--- src/hdl/ptcd_pkg.sv ---
// ptcd_pkg: shared types and constants for the position telegram checker/decoder.
// No dependencies; used by every module in hdl/.
package ptcd_pkg;

    // Result status codes
    typedef enum logic [2:0] {
        ST_OK      = 3'd0,
        ST_LEN     = 3'd1,
        ST_CHK     = 3'd2,
        ST_SENSOR  = 3'd3,
        ST_KIND    = 3'd4
    } status_t;

    // Outstanding request kind
    typedef enum logic [1:0] {
        KIND_DIR     = 2'd0,
        KIND_COLOR   = 2'd1,
        KIND_POS     = 2'd2,
        KIND_UNKNOWN = 2'd3
    } kind_t;

    localparam int STORE_DEPTH = 18;   // data bytes kept per telegram
    localparam int QUEUE_DEPTH = 2;    // jobs between front and back

    localparam logic [4:0] COUNT_MAX = 5'd31;

    // bit positions inside the 7-bit data bytes
    localparam int FAULT_BIT  = 0;     // byte 0: sensor error
    localparam int NOLANE_BIT = 1;     // byte 0: lane not seen
    localparam int TAG_BIT    = 6;     // byte 1: tag in view

    typedef logic [6:0] data_t;

    // One finished telegram, handed from front to back
    typedef struct packed {
        kind_t                       kind;
        status_t                     status;  // ST_OK, ST_LEN, ST_CHK or ST_KIND
        data_t [STORE_DEPTH-1:0]     bytes;
    } job_t;

endpackage

--- src/hdl/ptcd_front.sv ---
// ptcd_front: counts, XORs and stores telegram bytes; on the checksum word it
// classifies the telegram and builds a job. Depends on ptcd_pkg.
module ptcd_front #(
    parameter int DIR_REPLY_LEN   = 3,
    parameter int COLOR_REPLY_LEN = 3,
    parameter int POS_REPLY_LEN   = 21
) (
    input  logic              aclk,
    input  logic              aresetn,
    input  logic              accept,
    input  logic [1:0]        cmd,
    input  logic [7:0]        rx_byte,
    input  logic              last,
    output logic              push,
    output ptcd_pkg::job_t    job
);

    localparam logic [4:0] DIR_COUNT   = 5'(DIR_REPLY_LEN - 1);
    localparam logic [4:0] COLOR_COUNT = 5'(COLOR_REPLY_LEN - 1);
    localparam logic [4:0] POS_COUNT   = 5'(POS_REPLY_LEN - 1);

    logic [4:0]            count_reg, count_next;
    logic [7:0]            xor_reg, xor_next;
    ptcd_pkg::data_t       store_reg [ptcd_pkg::STORE_DEPTH];
    ptcd_pkg::kind_t       kind;
    logic [4:0]            need_count;

    assign kind = ptcd_pkg::kind_t'(cmd);
    assign push = accept && last;

    always_comb begin
        case (kind)
            ptcd_pkg::KIND_DIR:   need_count = DIR_COUNT;
            ptcd_pkg::KIND_COLOR: need_count = COLOR_COUNT;
            ptcd_pkg::KIND_POS:   need_count = POS_COUNT;
            default:              need_count = POS_COUNT;
        endcase
    end

    always_comb begin
        job.kind = kind;
        for (int i = 0; i < ptcd_pkg::STORE_DEPTH; i++) begin
            job.bytes[i] = store_reg[i];
        end
        if (kind == ptcd_pkg::KIND_UNKNOWN) begin
            job.status = ptcd_pkg::ST_KIND;
        end else if (count_reg != need_count) begin
            job.status = ptcd_pkg::ST_LEN;
        end else if (xor_reg != rx_byte) begin
            job.status = ptcd_pkg::ST_CHK;
        end else begin
            job.status = ptcd_pkg::ST_OK;
        end
    end

    always_comb begin
        count_next = count_reg;
        xor_next   = xor_reg;
        if (accept) begin
            if (last) begin
                count_next = '0;
                xor_next   = '0;
            end else begin
                if (count_reg != ptcd_pkg::COUNT_MAX) begin
                    count_next = count_reg + 5'd1;
                end
                xor_next = xor_reg ^ rx_byte;
            end
        end
    end

    always_ff @(posedge aclk) begin
        if (!aresetn) begin
            count_reg <= '0;
            xor_reg   <= '0;
        end else begin
            count_reg <= count_next;
            xor_reg   <= xor_next;
        end
    end

    // byte store: entries past the depth are counted but not kept
    always_ff @(posedge aclk) begin
        for (int i = 0; i < ptcd_pkg::STORE_DEPTH; i++) begin
            if (accept && !last && count_reg == 5'(i)) begin
                store_reg[i] <= rx_byte[6:0];
            end
        end
    end

endmodule

--- src/hdl/ptcd_queue.sv ---
// ptcd_queue: small job FIFO between front and back.
// Depends on ptcd_pkg.
module ptcd_queue (
    input  logic              aclk,
    input  logic              aresetn,
    input  logic              push,
    input  ptcd_pkg::job_t    push_job,
    input  logic              pop,
    output logic              full,
    output logic              not_empty,
    output ptcd_pkg::job_t    head_job
);

    localparam int PTR_W = (ptcd_pkg::QUEUE_DEPTH > 1) ? $clog2(ptcd_pkg::QUEUE_DEPTH) : 1;
    localparam int CNT_W = $clog2(ptcd_pkg::QUEUE_DEPTH + 1);
    localparam logic [CNT_W-1:0] DEPTH_CNT = CNT_W'(ptcd_pkg::QUEUE_DEPTH);
    localparam logic [PTR_W-1:0] LAST_PTR  = PTR_W'(ptcd_pkg::QUEUE_DEPTH - 1);

    ptcd_pkg::job_t      mem [ptcd_pkg::QUEUE_DEPTH];
    logic [PTR_W-1:0]    wr_ptr_reg, rd_ptr_reg;
    logic [CNT_W-1:0]    cnt_reg;
    logic                do_push, do_pop;

    assign full      = (cnt_reg == DEPTH_CNT);
    assign not_empty = (cnt_reg != '0);
    assign do_push   = push && !full;
    assign do_pop    = pop && not_empty;
    assign head_job  = mem[rd_ptr_reg];

    always_ff @(posedge aclk) begin
        if (do_push) begin
            mem[wr_ptr_reg] <= push_job;
        end
    end

    always_ff @(posedge aclk) begin
        if (!aresetn) begin
            wr_ptr_reg <= '0;
            rd_ptr_reg <= '0;
            cnt_reg    <= '0;
        end else begin
            if (do_push) begin
                wr_ptr_reg <= (wr_ptr_reg == LAST_PTR) ? '0 : wr_ptr_reg + PTR_W'(1);
            end
            if (do_pop) begin
                rd_ptr_reg <= (rd_ptr_reg == LAST_PTR) ? '0 : rd_ptr_reg + PTR_W'(1);
            end
            if (do_push && !do_pop) begin
                cnt_reg <= cnt_reg + CNT_W'(1);
            end else if (do_pop && !do_push) begin
                cnt_reg <= cnt_reg - CNT_W'(1);
            end
        end
    end

endmodule

--- src/hdl/ptcd_back.sv ---
// ptcd_back: applies a job to the stored decode values and holds the result word.
// Depends on ptcd_pkg.
module ptcd_back (
    input  logic                aclk,
    input  logic                aresetn,
    input  logic                job_valid,
    input  ptcd_pkg::job_t      job,
    output logic                pop,
    output logic                m_valid,
    input  logic                m_ready,
    output ptcd_pkg::status_t   status,
    output logic                lane_detected,
    output logic                tag_seen,
    output logic [27:0]         tag_number,
    output logic [23:0]         fault_code,
    output logic [1:0]          direction,
    output logic [2:0]          color,
    output logic signed [24:0]  x_position,
    output logic signed [14:0]  y_position,
    output logic [13:0]         heading
);

    logic                valid_reg, valid_next;
    ptcd_pkg::status_t   status_reg, status_next;
    logic                lane_reg, lane_next;
    logic                tag_reg, tag_next;
    logic [27:0]         tagnum_reg, tagnum_next;
    logic [23:0]         fault_reg, fault_next;
    logic [1:0]          dir_reg, dir_next;
    logic [2:0]          color_reg, color_next;
    logic [24:0]         x_reg, x_next;
    logic [14:0]         y_reg, y_next;
    logic [13:0]         head_reg, head_next;

    ptcd_pkg::data_t     b [ptcd_pkg::STORE_DEPTH];
    logic [23:0]         join24;
    logic [13:0]         y_raw;
    logic                tag_in_view, lane;

    // state only moves when the result word is free to take the new status
    assign pop = job_valid && (!valid_reg || m_ready);

    always_comb begin
        for (int i = 0; i < ptcd_pkg::STORE_DEPTH; i++) begin
            b[i] = job.bytes[i];
        end
    end

    assign join24      = {b[2][2:0], b[3], b[4], b[5]};
    assign y_raw       = {b[6], b[7]};
    assign tag_in_view = b[1][ptcd_pkg::TAG_BIT];
    assign lane        = !b[0][ptcd_pkg::NOLANE_BIT];

    always_comb begin
        status_next = job.status;
        lane_next   = lane_reg;
        tag_next    = tag_reg;
        tagnum_next = tagnum_reg;
        fault_next  = fault_reg;
        dir_next    = dir_reg;
        color_next  = color_reg;
        x_next      = x_reg;
        y_next      = y_reg;
        head_next   = head_reg;
        if (job.status == ptcd_pkg::ST_OK) begin
            case (job.kind)
                ptcd_pkg::KIND_DIR: begin
                    dir_next = b[1][1:0];
                end
                ptcd_pkg::KIND_COLOR: begin
                    if (b[0][2:0] != 3'd0 && b[1][2:0] != 3'd0) begin
                        color_next = b[1][2:0];
                    end
                end
                ptcd_pkg::KIND_POS: begin
                    if (b[0][ptcd_pkg::FAULT_BIT]) begin
                        fault_next  = join24;
                        status_next = ptcd_pkg::ST_SENSOR;
                    end else begin
                        lane_next = lane;
                        tag_next  = tag_in_view;
                        if (tag_in_view) begin
                            tagnum_next = {b[14], b[15], b[16], b[17]};
                        end
                        if (tag_in_view || lane) begin
                            head_next = {b[10], b[11]};
                            // above 2^23 with a tag: x - 2^24, i.e. sign-extend
                            if (tag_in_view && join24[23] && (join24[22:0] != '0)) begin
                                x_next = {1'b1, join24};
                            end else begin
                                x_next = {1'b0, join24};
                            end
                            // above 2^13: y - 2^14
                            if (y_raw[13] && (y_raw[12:0] != '0)) begin
                                y_next = {1'b1, y_raw};
                            end else begin
                                y_next = {1'b0, y_raw};
                            end
                        end
                    end
                end
                default: ;
            endcase
        end
    end

    always_comb begin
        valid_next = valid_reg;
        if (pop) begin
            valid_next = 1'b1;
        end else if (m_ready) begin
            valid_next = 1'b0;
        end
    end

    always_ff @(posedge aclk) begin
        if (!aresetn) begin
            valid_reg  <= 1'b0;
            status_reg <= ptcd_pkg::ST_OK;
            lane_reg   <= 1'b0;
            tag_reg    <= 1'b0;
            tagnum_reg <= '0;
            fault_reg  <= '0;
            dir_reg    <= '0;
            color_reg  <= '0;
            x_reg      <= '0;
            y_reg      <= '0;
            head_reg   <= '0;
        end else begin
            valid_reg <= valid_next;
            if (pop) begin
                status_reg <= status_next;
                lane_reg   <= lane_next;
                tag_reg    <= tag_next;
                tagnum_reg <= tagnum_next;
                fault_reg  <= fault_next;
                dir_reg    <= dir_next;
                color_reg  <= color_next;
                x_reg      <= x_next;
                y_reg      <= y_next;
                head_reg   <= head_next;
            end
        end
    end

    assign m_valid       = valid_reg;
    assign status        = status_reg;
    assign lane_detected = lane_reg;
    assign tag_seen      = tag_reg;
    assign tag_number    = tagnum_reg;
    assign fault_code    = fault_reg;
    assign direction     = dir_reg;
    assign color         = color_reg;
    assign x_position    = x_reg;
    assign y_position    = y_reg;
    assign heading       = head_reg;

endmodule

--- src/hdl/position_telegram_checker_decoder.sv ---
// position_telegram_checker_decoder: top level of the reply telegram decoder.
// Depends on ptcd_pkg, ptcd_front, ptcd_queue and ptcd_back.
//
//  channel | ports                                   | word
//  --------+-----------------------------------------+-------------------------------
//  input   | s_valid s_ready s_cmd s_rx_byte s_last  | one telegram byte + kind
//  result  | m_valid m_ready m_status m_* stored     | one per checksum byte
//
// One input word per cycle while s_ready is high; each accepted word is taken by the front end.
// A checksum word is written into the job queue and from there into the result register
// once the result register is free; the 2-entry job queue plus the
// result register hold up to 3 finished telegrams while m_ready is low.
// s_ready drops only when the job queue is full.
// aresetn (synchronous, active low) clears counters, queue and all stored result values.
module position_telegram_checker_decoder #(
    parameter int DIR_REPLY_LEN   = 3,
    parameter int COLOR_REPLY_LEN = 3,
    parameter int POS_REPLY_LEN   = 21
) (
    input  logic                aclk,
    input  logic                aresetn,
    input  logic                s_valid,
    output logic                s_ready,
    input  logic [1:0]          s_cmd,
    input  logic [7:0]          s_rx_byte,
    input  logic                s_last,
    output logic                m_valid,
    input  logic                m_ready,
    output logic [2:0]          m_status,
    output logic                m_lane_detected,
    output logic                m_tag_seen,
    output logic [27:0]         m_tag_number,
    output logic [23:0]         m_fault_code,
    output logic [1:0]          m_direction,
    output logic [2:0]          m_color,
    output logic signed [24:0]  m_x_position,
    output logic signed [14:0]  m_y_position,
    output logic [13:0]         m_heading
);

    logic                q_full;
    logic                q_not_empty;
    logic                push;
    logic                pop;
    logic                accept;
    ptcd_pkg::job_t      front_job;
    ptcd_pkg::job_t      head_job;
    ptcd_pkg::status_t   status;

    // every word waits on the queue, so a checksum word is never dropped
    assign s_ready = !q_full;
    assign accept  = s_valid && s_ready;

    ptcd_front #(
        .DIR_REPLY_LEN   (DIR_REPLY_LEN),
        .COLOR_REPLY_LEN (COLOR_REPLY_LEN),
        .POS_REPLY_LEN   (POS_REPLY_LEN)
    ) u_front (
        .aclk    (aclk),
        .aresetn (aresetn),
        .accept  (accept),
        .cmd     (s_cmd),
        .rx_byte (s_rx_byte),
        .last    (s_last),
        .push    (push),
        .job     (front_job)
    );

    ptcd_queue u_queue (
        .aclk      (aclk),
        .aresetn   (aresetn),
        .push      (push),
        .push_job  (front_job),
        .pop       (pop),
        .full      (q_full),
        .not_empty (q_not_empty),
        .head_job  (head_job)
    );

    ptcd_back u_back (
        .aclk          (aclk),
        .aresetn       (aresetn),
        .job_valid     (q_not_empty),
        .job           (head_job),
        .pop           (pop),
        .m_valid       (m_valid),
        .m_ready       (m_ready),
        .status        (status),
        .lane_detected (m_lane_detected),
        .tag_seen      (m_tag_seen),
        .tag_number    (m_tag_number),
        .fault_code    (m_fault_code),
        .direction     (m_direction),
        .color         (m_color),
        .x_position    (m_x_position),
        .y_position    (m_y_position),
        .heading       (m_heading)
    );

    assign m_status = status;

endmodule

--- config.mk ---
export PLATFORM = sky130hd
export DESIGN_NAME = position_telegram_checker_decoder
export DESIGN_NICKNAME = d
export VERILOG_FILES = /design/src/hdl/ptcd_pkg.sv /design/src/hdl/ptcd_front.sv /design/src/hdl/ptcd_queue.sv /design/src/hdl/ptcd_back.sv /design/src/hdl/position_telegram_checker_decoder.sv
export SDC_FILE = /design/constraint.sdc
export NUM_CORES = 1
export LEC_CHECK = 0
export ABC_AREA = 1
export ABC_CLOCK_PERIOD_IN_PS = 7770
export BUFFER_PORTS_ARGS = -buffer_cell sky130_fd_sc_hd__buf_2
export CAP_MARGIN = 25
export CORE_AREA = 2 2 192 194
export DETAILED_ROUTE_END_ITERATION = 10
export DIE_AREA = 0 0 194 196
export GPL_TIMING_DRIVEN = 1
export PLACE_DENSITY_LB_ADDON = 0.1
export SKIP_LAST_GASP = 1
export SLEW_MARGIN = 20
export SYNTH_ARGS = -nofsm -noshare
export SYNTH_HDL_FRONTEND = slang
export SYNTH_HIERARCHICAL = 1
export SYNTH_SLANG_ARGS = --single-unit
export TNS_END_PERCENT = 10
--- constraint.sdc ---
create_clock -name aclk -period 7.77 [get_ports aclk]
set_input_delay 0.777 -clock aclk [delete_from_list [all_inputs] [get_ports aclk]]
set_output_delay 0.777 -clock aclk [all_outputs]
set_load 0.05 [all_outputs]
# Word level (Yosys, flattened, before mapping)
# Memory sizes are Yosys's and may differ from the RTL's. A register that Yosys moved wholly into a read port is not among the register bits.
# Index checks and enable logic that the tools add are counted.
# totals
reg_bits	134
out_inout_bits	118
word_cells	234
n_memories	2
inputBits	15
ramBits	388
# mem_list
memory	words	width	read_ports	rd_clocked_by_memory_dff	wr	line	text
u_queue.mem	2	131	1	1	1	ptcd_queue.sv:19	ptcd_pkg::job_t mem [ptcd_pkg::QUEUE_DEPTH];
u_front.store_reg	18	7	18	0	1	ptcd_front.sv:24	ptcd_pkg::data_t store_reg [ptcd_pkg::STORE_DEPTH];
# classes
bitwise	2
muxes	109
add_sub_neg	5
eq_ne	25
reduce_logical	75
# op_table
op	count
$mux W7	17
$reduce_or A7 Y1	17
$mux W5	20
$mux W1	61
$eq A5 B4 Y1 const B	8
$logic_and A1 B1 Y1	30
$mux W25	1
$reduce_bool A23 Y1	1
$eq A5 B3 Y1 const B	4
$mux W15	1
$mux W3	5
$reduce_bool A13 Y1	1
$reduce_and A4 Y1	3
$eq A5 B2 Y1 const B	2
$eq A5 B5 Y1 const B	2
$reduce_and A5 Y1	2
$mux W8	1
$ne A8 B8 Y1	1
$reduce_bool A2 Y1	4
$xor A8 B8 Y8	1
$eq A2 B2 Y1 const B	3
$logic_not A1 Y1	6
$mux W2	3
$reduce_bool A3 Y1	2
other kinds (16)	20

# Depth between registers and ports, before layout
# logic_depth
depth_word	25
depth_mapped	14
mapped_depth_nobuf	14

# Modules after synthesis
# The synthesis kept the hierarchy.
# modules_own_cells
mod	area_each_um2	instances	cells_per_inst	seq_area_each_um2
ptcd_queue	10069.7	1	445	7967.6
ptcd_front	4758.3	1	293	4043.9
ptcd_back	4356.7	1	569	2342.2
position_telegram_checker_decoder	13.8	1	3	0.0

# Least setup slack after synthesis
# OpenSTA, ideal clock, no wires.
# synth_timing
path_type	in2reg
from	input s_valid
to	memory u_queue/mem[0][0] (netlist bit), enable pin
t_required_ns	7.147
arrival_ns	6.726
path_stages	6
path_slack_ns	0.421
setup_ns	0.623
path_buffers	0
cell_sequence	inv_1 > nor2_2 > nand2_1 > inv_1 > o21ai_0 > nor2_1
# synth_via
elab_chain_cells	5
# synth_rtl
element	line	text
start, declared	position_telegram_checker_decoder.sv:22	input logic s_valid,
$logic_and A1 B1 Y1	position_telegram_checker_decoder.sv:52	assign accept = s_valid && s_ready;
via accept	position_telegram_checker_decoder.sv:45	logic accept;
$logic_and A1 B1 Y1	ptcd_front.sv:29	assign push = accept && last;
via push	position_telegram_checker_decoder.sv:43	logic push;
$logic_and A1 B1 Y1	ptcd_queue.sv:26	assign do_push = push && !full;
$mux W1	ptcd_queue.sv:31	if (do_push) begin
$mux W1 (implied by the code)	ptcd_queue.sv:32	mem[wr_ptr_reg] <= push_job;
end, declared	ptcd_queue.sv:19	
# The timed path passes the listed nets, and every way through them passes these cells.

==> out/metrics.cfg <==
[global_route]
grt_util_met2_pct=29.2
grt_max_degree=83
grt_pass1_vias=8716
grt_pass1_wl_mm=50.0
grt_util_met3_pct=3.01
grt_util_all_layers_pct=17.1
busiest_layer=met2
antenna_found_initial=1
grt_util_met1_pct=22.3
grt_overflow=0

[die]
die_y_um=196
fp.dieW_um=194
die_area_sq_um=38000
initial_core_util_pct=41.9
num_rows=70
design.portCount=133
core_area_sq_um=36100

[setup_path]
worstPathRequired_ns=8.20
arrival_ns=4.46
r2r_setup_slack_ns=3.73
crit_type=reg -> reg
cp_common_cell=nor2_1
setup.worst_path.end_class=flop
worst-path-buf-inv=2
cp_top_family=buffers and inverters
r2r_cells=8
reg2reg_to=u_back/tag_number[15]
start_kind=flop
path_max_fanout=54
slowest_stage=dfxtp_4
cp_cell_sequence=buf_4, mux2_2, nor2_1, nand2_4, nor2_4, inv_2, nor2_1, nor2_1
critPathMaxStageDelay_ns=1.03

[clock_network]
cts_tree=done
clkSlewWorstSetupHoldPaths_ns=0.06
cts_setup_buffers=0
htree_num_levels=2
clock_latency_ns=0.54
cts_hold_buf=0
cts_sinks=406
clock-root-buffer=clkbuf_16
cts_resized=0
clockBufferDepth=3
cts_buffers=45

[sta]
worstMarginPinSlew_ns=1.04
fin_crit_sh_pct=52.0
whs_ns=0.437
max_freq_mhz=248
setup_tns_ns=0
fin_crit_ns=4.04
max-slew-margin-rel_pct=30.7
rsz0062_at_grt=no
slew_violations=0
finalSetupViolCount=0
skew_ns=0.0106
finalHoldViolations=0

[final_layout]
fillers=3301
drive_gt1_share_pct=24.2
largest_reg_flops=184
syn_to_final_growth_pct=16.0
n_antenna_cell=0
final_nets=1311

[yosys]
synth_area_sq_um=15100
synth_warnings=6
syn_inst=1149
syn_nets=1171
avgSynthCellArea_sq_um=13.1

[routing]
viasPerCell=4.84
drt_pass1_iterations=5
drcViolationCount=0
wire_per_inst_um=18.1
vias=8690
drtAntennaViolNets=0
drt-total-wl_mm=32.4
drtIter0Drc=386

[placement]
gp_congestion=0.749
io_buffers=132
place.detailed.hpwl_mm=19.4

[pwr]
vdd_drop_max_mv=0.179
leakagePower_nw=6.85
p_per_area_nw_per_um2=295
power_mw=5.16

[status]
status=complete, no violations

[hold_path]
hold_end=u_queue/mem[0][35]
hp-start=u_front/store_reg[5][0]
hp-class=reg -> reg
whs_path_depth=0

[flow_run]
max_cap_violations=0

-- worst reg2reg max path: stages, from the launching register on --
cell     delay, ns
dfxtp_4       1.03
buf_4         0.77
mux2_2        0.48
nor2_1        0.20
nand2_4       0.10
nor2_4        0.59
inv_2         0.49
nor2_1        0.22
nor2_1        0.07
-- through the flow --
step	cell area, sq um	setup slack [ns]	util, %	std cells
floorplan	15100	2.11	-	1149
global placement	16100	3.77	44.5	1709
detailed placement	16100	3.69	44.6	1710
CTS	17500	3.67	48.5	1794
global route	17500	3.43	48.5	1794
finish	17500	3.73	48.5	1794
-- cell type report --
| cell class | instances | area, sq um | share of cell area [%] |
|---|---|---|---|
| Sequential cell | 406 | 10800 | 61.9 |
| Clock inverter | 29 | 211 | 1.21 |
| Clock buffer | 55 | 1220 | 6.94 |
| Tap cell | 468 | 586 | 3.34 |
| Timing Repair Buffer | 142 | 751 | 4.29 |
| Inverter | 59 | 221 | 1.26 |
| Multi-Input combinational cell | 635 | 3690 | 21.1 |
-- cell usage in the layout, fill, tap and decap left out, types with 2 or more instances in the layout --
master and count:
buf_2 131, clkinvlp_4 2, clkinv_1 14, mux2_4 60, nand2_1 89, o21ai_0 100
bufinv_16 3, a21oi_1 21, nor2_2 3, nand2_2 7, o21a_1 2, nor2_4 6
inv_1 57, mux2_2 32, ha_1 7, nand3_1 17, clkbuf_16 47, clkinv_2 9
nor2_1 264, dfxtp_1 134, buf_4 10, inv_2 2, nor3_1 3, nand4_1 3
o21ai_1 13, clkbuf_1 7, edfxtp_1 271
-- power breakdown --
part	internal (mW)	switching (mW)	total [mW]
sequential	2.41	0.0843	2.50
combinational	0.263	0.378	0.642
clock	1.21	0.814	2.02
-- how the worst max path moves through the flow --
stage	from	endpoint	slack, ns	cells past startpoint
6_report	flop	u_back/tag_number[15]	3.73	8
5_1_grt	flop	u_back/tag_number[23]	3.43	8
4_1_cts	flop	u_back/tag_number[15]	3.67	8
3_5_place_dp	flop	u_back/tag_number[15]	3.69	8
3_3_place_gp	flop	u_back/tag_number[27]	3.77	8
2_1_floorplan	s_valid	u_queue/mem[0][0]	2.11	6
-- metal layers --
metal  vias up  wire length [um]
met5         -                 0
met3        53              1330
met4         0               683
met2       164             15600
li1       4226                 -
met1      4247             14800
Note: power is estimated with default switching activity, not from simulation.
